File: src/design/vrt_pkg.sv
// Shared constants, types and tables of the voxel ray caster.
package vrt_pkg;

    localparam int WORLD_DIM_MAX = 64;
    localparam int CW            = $clog2(WORLD_DIM_MAX);
    localparam int CELLS         = WORLD_DIM_MAX * WORLD_DIM_MAX * WORLD_DIM_MAX;
    localparam int ADDR_W        = $clog2(CELLS);
    localparam int DIMC_W        = 9;
    localparam int MAP_W         = 10;
    localparam int T_W           = 25;
    localparam int DIV_NUM_W     = 30;
    localparam int DIV_DEN_W     = 16;
    localparam int CFG_IDX_W     = 3;
    localparam int CFG_DATA_W    = 16;

    localparam logic [T_W-1:0] T_NEVER = T_W'(1) << (T_W - 1);

    localparam logic [CFG_IDX_W-1:0] CFG_MAX_DIST  = 3'd0;
    localparam logic [CFG_IDX_W-1:0] CFG_FOG_EN    = 3'd1;
    localparam logic [CFG_IDX_W-1:0] CFG_FOG_START = 3'd2;
    localparam logic [CFG_IDX_W-1:0] CFG_FOG_END   = 3'd3;
    localparam logic [CFG_IDX_W-1:0] CFG_WIDTH     = 3'd4;
    localparam logic [CFG_IDX_W-1:0] CFG_HEIGHT    = 3'd5;
    localparam logic [CFG_IDX_W-1:0] CFG_DEPTH     = 3'd6;

    // divider operand selects: three normalisations, three cell steps, three first crossings
    localparam logic [3:0] DSEL_NORM0 = 4'd0;
    localparam logic [3:0] DSEL_TDEL0 = 4'd3;
    localparam logic [3:0] DSEL_TMAX0 = 4'd6;
    localparam logic [3:0] DSEL_LAST  = 4'd8;
    localparam logic [3:0] DSEL_FOG   = 4'd9;

    typedef struct packed {
        logic       load;
        logic       wr;
        logic       sq_en;
        logic       sq_first;
        logic       sqrt_init;
        logic       sqrt_step;
        logic       div_start;
        logic       div_store;
        logic [3:0] div_sel;
        logic       walk_step;
        logic       shade_scale;
        logic       shade_fog;
        logic       shade_final;
        logic       hp_en;
        logic [1:0] axis;
        logic       out_load;
        logic       out_miss;
    } t_dp_cmd;

    typedef struct packed {
        logic sum_zero;
        logic div_done;
        logic walk_end;
        logic walk_oob;
        logic blk_nz;
        logic fog_div;
    } t_dp_sts;

    function automatic logic [8:0] face_factor(input logic [2:0] face);
        logic [8:0] f;
        f = 9'd0;
        unique case (face)
            3'd0:    f = 9'd205;
            3'd1:    f = 9'd154;
            3'd2:    f = 9'd256;
            3'd3:    f = 9'd51;
            3'd4:    f = 9'd230;
            3'd5:    f = 9'd179;
            default: f = 9'd0;
        endcase
        return f;
    endfunction

    function automatic logic [ADDR_W-1:0] cell_addr(input logic [CW-1:0] x,
                                                    input logic [CW-1:0] y,
                                                    input logic [CW-1:0] z);
        logic [ADDR_W+CW-1:0] a;
        a = (ADDR_W+CW)'(x) * (ADDR_W+CW)'(WORLD_DIM_MAX) + (ADDR_W+CW)'(y);
        a = a * (ADDR_W+CW)'(WORLD_DIM_MAX) + (ADDR_W+CW)'(z);
        return a[ADDR_W-1:0];
    endfunction

endpackage

File: src/design/vrt_ctrl.sv
// Sequencer of the voxel ray caster: request handshake, set-up steps, walk and shading.
module vrt_ctrl (
    input  logic             i_clk,
    input  logic             i_rst_n,
    input  logic             i_in_valid,
    input  logic             i_kind,
    output logic             o_in_stall,
    output logic             o_out_valid,
    input  logic             i_out_stall,
    input  vrt_pkg::t_dp_sts i_sts,
    output vrt_pkg::t_dp_cmd o_cmd
);
    import vrt_pkg::*;

    typedef enum logic [14:0] {
        S_IDLE  = 15'b000000000000001,
        S_SQ    = 15'b000000000000010,
        S_CHK   = 15'b000000000000100,
        S_SQRT  = 15'b000000000001000,
        S_DIVGO = 15'b000000000010000,
        S_DIVWT = 15'b000000000100000,
        S_WALK  = 15'b000000001000000,
        S_MEM   = 15'b000000010000000,
        S_SCALE = 15'b000000100000000,
        S_FOGGO = 15'b000001000000000,
        S_FOGWT = 15'b000010000000000,
        S_FOG   = 15'b000100000000000,
        S_FINAL = 15'b001000000000000,
        S_HP    = 15'b010000000000000,
        S_OUT   = 15'b100000000000000
    } t_state;

    t_state     r_state, n_state;
    logic [3:0] r_cnt, n_cnt;
    logic       r_miss, n_miss;
    logic       r_out_valid, n_out_valid;
    logic       accept;

    assign accept = i_in_valid && (r_state == S_IDLE);

    always_comb begin
        n_state = r_state;
        n_cnt   = r_cnt;
        n_miss  = r_miss;
        o_cmd   = '0;
        unique case (r_state)
            S_IDLE: begin
                if (accept) begin
                    if (i_kind) begin
                        o_cmd.load = 1'b1;
                        n_cnt      = '0;
                        n_miss     = 1'b0;
                        n_state    = S_SQ;
                    end else begin
                        o_cmd.wr = 1'b1;
                    end
                end
            end
            S_SQ: begin
                o_cmd.sq_en    = 1'b1;
                o_cmd.axis     = r_cnt[1:0];
                o_cmd.sq_first = (r_cnt == '0);
                if (r_cnt == 4'd2) begin
                    n_state = S_CHK;
                end else begin
                    n_cnt = r_cnt + 1'b1;
                end
            end
            S_CHK: begin
                if (i_sts.sum_zero) begin
                    n_miss  = 1'b1;
                    n_state = S_OUT;
                end else begin
                    o_cmd.sqrt_init = 1'b1;
                    n_cnt           = '0;
                    n_state         = S_SQRT;
                end
            end
            S_SQRT: begin
                o_cmd.sqrt_step = 1'b1;
                n_cnt           = r_cnt + 1'b1;
                if (r_cnt == 4'd15) begin
                    n_state = S_DIVGO;
                end
            end
            S_DIVGO: begin
                o_cmd.div_start = 1'b1;
                o_cmd.div_sel   = r_cnt;
                n_state         = S_DIVWT;
            end
            S_DIVWT: begin
                o_cmd.div_sel = r_cnt;
                if (i_sts.div_done) begin
                    o_cmd.div_store = 1'b1;
                    if (r_cnt == DSEL_LAST) begin
                        n_state = S_WALK;
                    end else begin
                        n_cnt   = r_cnt + 1'b1;
                        n_state = S_DIVGO;
                    end
                end
            end
            S_WALK: begin
                if (i_sts.walk_end) begin
                    n_miss  = 1'b1;
                    n_state = S_OUT;
                end else begin
                    o_cmd.walk_step = 1'b1;
                    if (i_sts.walk_oob) begin
                        n_miss  = 1'b1;
                        n_state = S_OUT;
                    end else begin
                        n_state = S_MEM;
                    end
                end
            end
            S_MEM: begin
                n_state = i_sts.blk_nz ? S_SCALE : S_WALK;
            end
            S_SCALE: begin
                o_cmd.shade_scale = 1'b1;
                n_state           = i_sts.fog_div ? S_FOGGO : S_FOG;
            end
            S_FOGGO: begin
                o_cmd.div_start = 1'b1;
                o_cmd.div_sel   = DSEL_FOG;
                n_state         = S_FOGWT;
            end
            S_FOGWT: begin
                o_cmd.div_sel = DSEL_FOG;
                if (i_sts.div_done) begin
                    n_state = S_FOG;
                end
            end
            S_FOG: begin
                o_cmd.shade_fog = 1'b1;
                n_state         = S_FINAL;
            end
            S_FINAL: begin
                o_cmd.shade_final = 1'b1;
                n_cnt             = '0;
                n_state           = S_HP;
            end
            S_HP: begin
                o_cmd.hp_en = 1'b1;
                o_cmd.axis  = r_cnt[1:0];
                if (r_cnt == 4'd2) begin
                    n_state = S_OUT;
                end else begin
                    n_cnt = r_cnt + 1'b1;
                end
            end
            S_OUT: begin
                // hold until the output register is free
                if (!r_out_valid || !i_out_stall) begin
                    o_cmd.out_load = 1'b1;
                    o_cmd.out_miss = r_miss;
                    n_state        = S_IDLE;
                end
            end
            default: begin
                n_state = S_IDLE;
            end
        endcase
    end

    always_comb begin
        n_out_valid = r_out_valid;
        if (o_cmd.out_load)
            n_out_valid = 1'b1;
        else if (!i_out_stall)
            n_out_valid = 1'b0;
    end

    always_ff @(posedge i_clk) begin
        if (!i_rst_n) begin
            r_state     <= S_IDLE;
            r_cnt       <= '0;
            r_miss      <= 1'b0;
            r_out_valid <= 1'b0;
        end else begin
            r_state     <= n_state;
            r_cnt       <= n_cnt;
            r_miss      <= n_miss;
            r_out_valid <= n_out_valid;
        end
    end

    assign o_in_stall  = (r_state != S_IDLE);
    assign o_out_valid = r_out_valid;

endmodule

File: config.mk
export PLATFORM = sky130hd
export DESIGN_NAME = vrt_ctrl
export DESIGN_NICKNAME = d
export VERILOG_FILES = /design/src/design/vrt_pkg.sv /design/src/design/vrt_ctrl.sv
export SDC_FILE = /design/constraint.sdc
export NUM_CORES = 1
export LEC_CHECK = 0
export BUFFER_PORTS_ARGS = -buffer_cell sky130_fd_sc_hd__clkbuf_2
export CAP_MARGIN = 20
export CELL_PAD_IN_SITES_DETAIL_PLACEMENT = 0
export CELL_PAD_IN_SITES_GLOBAL_PLACEMENT = 1
export CORE_AREA = 2 2 67 69
export CTS_CLUSTER_DIAMETER = 80
export DETAILED_ROUTE_END_ITERATION = 12
export DIE_AREA = 0 0 69 71
export MAX_ROUTING_LAYER = met4
export PLACE_DENSITY_LB_ADDON = 0.25
export SYNTH_ARGS = -nofsm -noshare
export SYNTH_HDL_FRONTEND = slang
export SYNTH_SLANG_ARGS = --single-unit
File: constraint.sdc
create_clock -name i_clk -period 2.95 [get_ports i_clk]
set_clock_uncertainty 0.15 [all_clocks]
set_input_delay 0.4425 -clock i_clk [delete_from_list [all_inputs] [get_ports i_clk]]
set_output_delay 0.4425 -clock i_clk [all_outputs]
set_load 0.02 [all_outputs]
# Word level (Yosys, flattened, before mapping)
# Cells that the tools add are included.
[classes]
eq_ne = 33
n_reduce_logical = 14
muxes = 51
addsub = 1
[ops]
columns = ["op", "n"]
rows = [
  ["$pmux W15 S15", 1],
  ["$mux W15", 11],
  ["$mux W4", 6],
  ["$ne A2 B2 Y1 const B", 12],
  ["$pmux W4 S6", 1],
  ["$mux W1", 21],
  ["$eq A15 B1 Y1 const B", 1],
  ["$eq A15 B10 Y1 const B", 1],
  ["$eq A15 B11 Y1 const B", 1],
  ["$eq A15 B12 Y1 const B", 1],
  ["$eq A15 B13 Y1 const B", 1],
  ["$eq A15 B14 Y1 const B", 1],
  ["$eq A15 B15 Y1 const B", 1],
  ["$eq A15 B2 Y1 const B", 1],
  ["$eq A15 B3 Y1 const B", 1],
  ["$eq A15 B4 Y1 const B", 1],
  ["$eq A15 B5 Y1 const B", 1],
  ["$eq A15 B6 Y1 const B", 1],
  ["$eq A15 B7 Y1 const B", 1],
  ["$eq A15 B8 Y1 const B", 1],
  ["$eq A15 B9 Y1 const B", 1],
  ["$ne A15 B1 Y1 const B", 1],
  ["$mux W12", 1],
  ["$mux W2", 6],
  ["other kinds (19)", 24],
]
[word_totals]
elab_cells = 103
ff_bits = 21

# Depth between registers and ports, before layout
# Gate-level depths: netlist of the first run.
[logic_depth]
ltp_word = 5
depth_mapped = 8
ltp_nobuf = 7

# Least setup slack after synthesis of the first run
# No wires, ideal clock.
[synth_timing]
path_type = "reg2out"
startpoint = "reg r_state[9]"
endpoint = "out o_cmd[17] in the netlist's numbering"
arrival_ns = 2.126
n_path_buf = 1
stages_incl_launch_ff = 6
slack_ns = 0.232
required_time_ns = 2.358
path_cell_list = "dfxtp_1 > or4_1 > buf_2 > nor3_2 > nand2_1 > nor4b_1"
[synth_rtl]
columns = ["item", "line", "source"]
rows = [
  ["from (decl)", "vrt_ctrl.sv:33", "t_state r_state, n_state;"],
  ["from (signal assigned)", "vrt_ctrl.sv:182", "r_state <= n_state;"],
  ["to (decl)", "vrt_ctrl.sv:11", "output vrt_pkg::t_dp_cmd o_cmd"],
]

==> impl_metrics.py, run 1 <==
metrics = {
    "outcome": {
        "status": "complete, no violations",
    },
    "timing": {
        "slew_violations": 0,
        "grt_setup_unrepaired": "yes",
        "hold_violations": 0,
        "worst_slack_ps": 20.3,
        "worst_slew_pin_slew_ps": 605,
        "fin_crit_ps": 2930,
        "min_period_over_period_pct": 99.3,
        "fmax_ghz": 0.341,
        "relSlewSlack_pct": 59.1,
        "setup_viol": 0,
    },
    "yosys": {
        "synthFlopType": "dfxtp_1",
        "yosysWarnings": 0,
        "yosys_register_bits": 21,
        "async_flop_share_pct": 0,
        "synthCells": 198,
        "avgSynthCellArea_um2": 7.96,
        "synth_nets": 212,
        "synth_edf_count": 0,
        "synthDistinctLibCells": 56,
        "synth_seq_area_share_pct": 26.7,
        "synth_area_mm2": 0.00158,
    },
    "global_route": {
        "grt_usage_pct": 18.2,
        "grtUsageMet2_pct": 29.8,
        "grt.overflow.total": 0,
        "grt_pass1_vias": 1474,
        "antenna_found_initial": 0,
        "grt_pass1_wl_um": 7080,
        "use_met3_pct": 2.56,
        "grt_max_degree": 12,
        "gr-usage-met1_pct": 24.1,
        "grt-busiest-layer": "met2",
    },
    "setup_path": {
        "critPathArrivalTime_ps": 2340,
        "cp.required_ps": 2360,
        "startpoint_type": "flop",
        "path_max_fanout": 5,
        "crit_type": "flop to primary output",
        "endpoint_kind": "primary output",
    },
    "clock_tree": {
        "clock_path_buffers": 2,
        "root_buffer": "clkbuf_8",
        "cts_sinks": 21,
        "cts_max_level": 1,
        "clock_latency_ps": 260,
        "cts_buffers": 3,
        "cts_tree": "done",
        "clk_pin_slew_ps": 80,
        "cts_hold_buf": 0,
    },
    "detailed_routing": {
        "drcViolationCount": 0,
        "drt-wirelength-per-cell_um": 15.1,
        "vias": 1586,
        "viasPerCell": 5.51,
        "drt-initial-drc-count": 73,
        "wl_um": 4340,
        "drtPass1Iterations": 4,
        "ant_nets": 0,
    },
    "cells_and_area": {
        "nFillCells": 455,
        "final_common_cell": "clkbuf_2",
        "nets": 251,
        "drive_above_1_share_pct": 29.2,
        "layout.cells.most_common_list": "clkbuf_2, nor2_1, dfxtp_1, buf_4",
        "antennaDiodeCount": 0,
        "syn2layout_area_growth_pct": 22.6,
    },
    "pwr": {
        "total_power_w": 0.00105,
        "peakVddDrop_mv": 0.238,
        "p_leak_nw": 0.834,
        "p_per_area_mw_per_mm2": 545,
    },
    "floorplanning": {
        "initial_core_util_pct": 37.5,
        "coreArea_mm2": 0.00420,
        "dieWidth_um": 69,
        "die_h_um": 71,
        "pin_count": 34,
        "rows": 24,
        "dieArea_mm2": 0.00490,
    },
    "place": {
        "place_ws_ps": 205,
        "portBuffers": 33,
        "place_hpwl_um": 3340,
        "globalplace.congestion": 0.818,
    },
    "flow_run": {
        "drv_cap": 0,
    },
    "worst_hold_path": {
        "hold_class": "input port to flop",
    },
}
## per-layer routing
layer | part of all wire (%) | up-vias
met4 | 1.0 | 0
li1 | - | 808
met1 | 49 | 736
met2 | 46 | 35
met5 | 0 | -
met3 | 4.4 | 7
## through the flow
step / area, um2 / hold WS [ps] / setup TNS (ps) / utilization, % / std cells
final: 1930 / 194 / 0 / 45.9 / 288
after CTS: 1900 / 197 / 0 / 45.2 / 287
after global routing: 1930 / 196 / -32.3 / 45.9 / 288
after global placement: 1820 / 362 / 0 / 43.3 / 281
after floorplan: 1580 / 342 / 0 / - / 198
after detailed placement: 1820 / 363 / 0 / 43.3 / 281
## critical path, stage by stage, from the launching register on
cell and delay [ps]:
dfxtp_4 360, or4_4 580, or4_4 510, or2_4 260, a21oi_4 110, and2_4 160, buf_8 100
## Yosys cell counts (3+ instances only)
| cell | number | area, um2 |
|---|---|---|
| and3_1 | 4 | 25.0 |
| nand3b_1 | 3 | 22.5 |
| nand2_1 | 12 | 45.0 |
| nand3_1 | 3 | 15.0 |
| o21a_1 | 4 | 30.0 |
| clkbuf_1 | 6 | 22.5 |
| and2_1 | 6 | 37.5 |
| nor3_1 | 12 | 60.1 |
| nor2_1 | 23 | 86.3 |
| ha_1 | 3 | 37.5 |
| nand2b_1 | 6 | 37.5 |
| nor4b_1 | 5 | 43.8 |
| dfxtp_1 | 21 | 420 |
| a211o_1 | 3 | 26.3 |
| o21ai_0 | 3 | 15.0 |
| nor4_1 | 8 | 50.1 |
| nor3b_1 | 3 | 22.5 |
| inv_1 | 10 | 37.5 |
| xnor2_1 | 3 | 26.3 |
| buf_2 | 4 | 20.0 |
| a21oi_1 | 7 | 35.0 |
| and4b_1 | 3 | 30.0 |
## what timing repair did
action,CTS,global route
buffers inserted,2,1
resized for setup,7,6
endpoints found under the setup margin,2,3
pin swaps,2,3
cloned,0,0
## report_power, final
group	leakage, nW	switching (W)	internal (W)
logic	0.640	0.000320	0.000227
clock network	0.0228	0.000102	0.0000964
registers	0.171	0.00000928	0.000298
total	0.834	0.000431	0.000621
## area by class of cell
cell class / count / area, um2 / share of cell area (%)
well taps: 52 / 65.1 / 3.37
inverters: 10 / 37.5 / 1.94
flip-flops and latches: 21 / 428 / 22.2
multi-input cells: 155 / 1080 / 56.1
repair buffers: 46 / 273 / 14.1
clock buffers: 4 / 45.0 / 2.33
## state kept, by name, summed over array words and instances, names as in the netlist
signal	count
o_out_valid	1
r_miss	1
r_state	15
r_cnt	4
## worst paths after layout
kind,cells past startpoint,startpoint,slack [ps],to
max,6,r_state[5],20,o_cmd[0]
min,2,i_sts[2],190,r_state[7]
max reg2reg,7,r_state[5],450,r_cnt[2]
min reg2reg,2,r_miss,370,r_miss
## cells by family after synthesis
group	after synthesis	synth area share [%]
simple gates	108	42.1
compound gates	36	17.8
buf+inv	22	6.28
flops	21	26.7
xor+xnor	5	2.78
mux	3	1.99
fa+ha+maj	3	2.38
Power figures use the tool's default switching activity.
==> run 2, diff against run 1 <==
CELL_PAD_IN_SITES_DETAIL_PLACEMENT = not set   (was 0)
CELL_PAD_IN_SITES_GLOBAL_PLACEMENT = not set   (was 1)
CORE_AREA = 2 2 59 61   (was 2 2 67 69)
DIE_AREA = 0 0 61 63   (was 0 0 69 71)
MAX_ROUTING_LAYER = not set   (was met4)
==> impl_metrics.py, run 2 (synthesis gave the netlist of run 1 again) <==
metrics = {
    "clock_tree": {
        "clock_path_buffers": 2,
        "clock_latency_ps": 310,
        "cts_hold_buf": 0,
        "cts_buffers": 3,
        "clk_pin_slew_ps": 120,
        "cts_tree": "done",
        "cts_sinks": 21,
        "cts_max_level": 1,
        "root_buffer": "clkbuf_4",
    },
    "detailed_routing": {
        "vias": 1612,
        "viasPerCell": 5.72,
        "drt-wirelength-per-cell_um": 14.3,
        "wl_um": 4020,
        "drt-initial-drc-count": 76,
        "ant_nets": 0,
        "drcViolationCount": 0,
        "drtPass1Iterations": 5,
    },
    "flow_run": {
        "drv_cap": 0,
    },
    "global_route": {
        "grt.overflow.total": 0,
        "grt_max_degree": 12,
        "grt_pass1_wl_um": 6290,
        "grt_usage_pct": 21.8,
        "antenna_found_initial": 0,
        "grt_pass1_vias": 1404,
    },
    "setup_path": {
        "crit_type": "flop to primary output",
        "path_max_fanout": 6,
        "endpoint_kind": "primary output",
        "regToRegSetupSlack_ps": 490,
        "cp.required_ps": 2360,
        "startpoint_type": "flop",
        "critPathArrivalTime_ps": 2340,
    },
    "timing": {
        "fin_crit_ps": 2940,
        "setup_tns_ps": 0,
        "worst_slew_pin_slew_ps": 683,
        "setup_viol": 0,
        "min_period_over_period_pct": 99.5,
        "fmax_ghz": 0.341,
        "hold_violations": 0,
        "worst_slack_ps": 13.9,
        "slew_violations": 0,
        "relSlewSlack_pct": 53.8,
        "grt_setup_unrepaired": "yes",
    },
    "floorplanning": {
        "dieArea_mm2": 0.00384,
        "die_h_um": 63,
        "rows": 21,
        "coreArea_mm2": 0.00323,
        "initial_core_util_pct": 48.7,
        "dieWidth_um": 61,
        "pin_count": 34,
    },
    "cells_and_area": {
        "final_common_cell": "clkbuf_2",
        "antennaDiodeCount": 0,
        "utilization_pct": 59.0,
        "largest_register": "r_state",
        "reg_top3": "r_state x15, r_cnt x4",
        "syn2layout_area_growth_pct": 21.0,
        "nFillCells": 324,
        "drive_above_1_share_pct": 31.8,
        "nets": 251,
        "largest_reg_flops": 15,
        "layout.cells.most_common_list": "clkbuf_2, nor2_1, dfxtp_1, buf_4, nand2_1",
    },
    "place": {
        "globalplace.congestion": 0.845,
        "place_hpwl_um": 3080,
        "portBuffers": 33,
        "place_ws_ps": 221,
    },
    "outcome": {
        "status": "complete, no violations",
    },
    "worst_hold_path": {
        "hold_class": "input port to flop",
    },
    "pwr": {
        "peakVddDrop_mv": 0.263,
        "p_per_area_mw_per_mm2": 537,
        "p_sw_w": 0.000424,
        "total_power_w": 0.00102,
        "p_seq_share_pct": 30.1,
        "clkPwrFrac_pct": 14.1,
        "pwr-share-comb_pct": 55.8,
        "sw_frac_of_total_pct": 41.4,
        "power.internal_w": 0.000600,
        "p_leak_nw": 0.826,
    },
}
==> run 2: cell types whose count changed in the layout (fill, tap and decap cells not counted), sizes merged <==
cell and change:
clkbuf -1, buf +1
==> run 2: area by class of cell <==
type                            instances  area [um2]  share of cell area, %
Inverter                               10        37.5                   1.97
Tap cell                               46        57.6                   3.02
Timing Repair Buffer                   46         273                   14.3
Multi-Input combinational cell        155        1080                   56.6
Clock buffer                            4        26.3                   1.38
Sequential cell                        21         433                   22.7
==> run 2: per-stage QoR <==
| step | instance area (um2) | cells | hold slack, ps |
|---|---|---|---|
| 2_1_floorplan | 1580 | 198 | 342 |
| 3_3_place_gp | 1800 | 274 | 365 |
| 3_5_place_dp | 1800 | 274 | 372 |
| 4_1_cts | 1880 | 281 | 136 |
| 5_1_grt | 1910 | 282 | 137 |
| 6_report | 1910 | 282 | 140 |
==> run 2: final timing paths <==
kind | start | endpoint | depth (start not counted)
hold reg to reg | r_state[9] | r_state[11] | 1
setup reg to reg | r_state[5] | r_cnt[3] | 7
hold / removal | i_sts[2] | r_state[7] | 2
setup / recovery | r_state[10] | o_cmd[0] | 6
==> run 2: power groups by stage <==
stage               clock network, W  registers (W)  logic (W)
CTS                         0.000150       0.000309   0.000549
finish                      0.000145       0.000308   0.000571
floorplan                          0       0.000313   0.000405
global placement                   0       0.000315   0.000534
detailed placement                 0       0.000315   0.000532
global route                0.000162       0.000310   0.000626
==> run 2: layer usage <==
| layer | wire (um) | vias up | track usage, % |
|---|---|---|---|
| met3 | 191 | 9 | 2.48 |
| met2 | 1860 | 52 | 33.9 |
| met5 | 0 | - | 0 |
| met4 | 81 | 0 | 8.42 |
| met1 | 1890 | 740 | 30.2 |
| li1 | - | 811 | - |
==> run 2: repair_timing <==
item	4_1_cts	5_1_grt
endpoints found under the setup margin	2	6
pin swaps	5	1
setup buffers	3	1
gates resized for setup	10	8
==> run 2: critical path: stages, from the launching register on <==
cell and delay, ps:
dfxtp_4 380, or4_4 590, or4_4 430, or2_1 250, a21oi_2 120, and2_4 160, buf_8 100
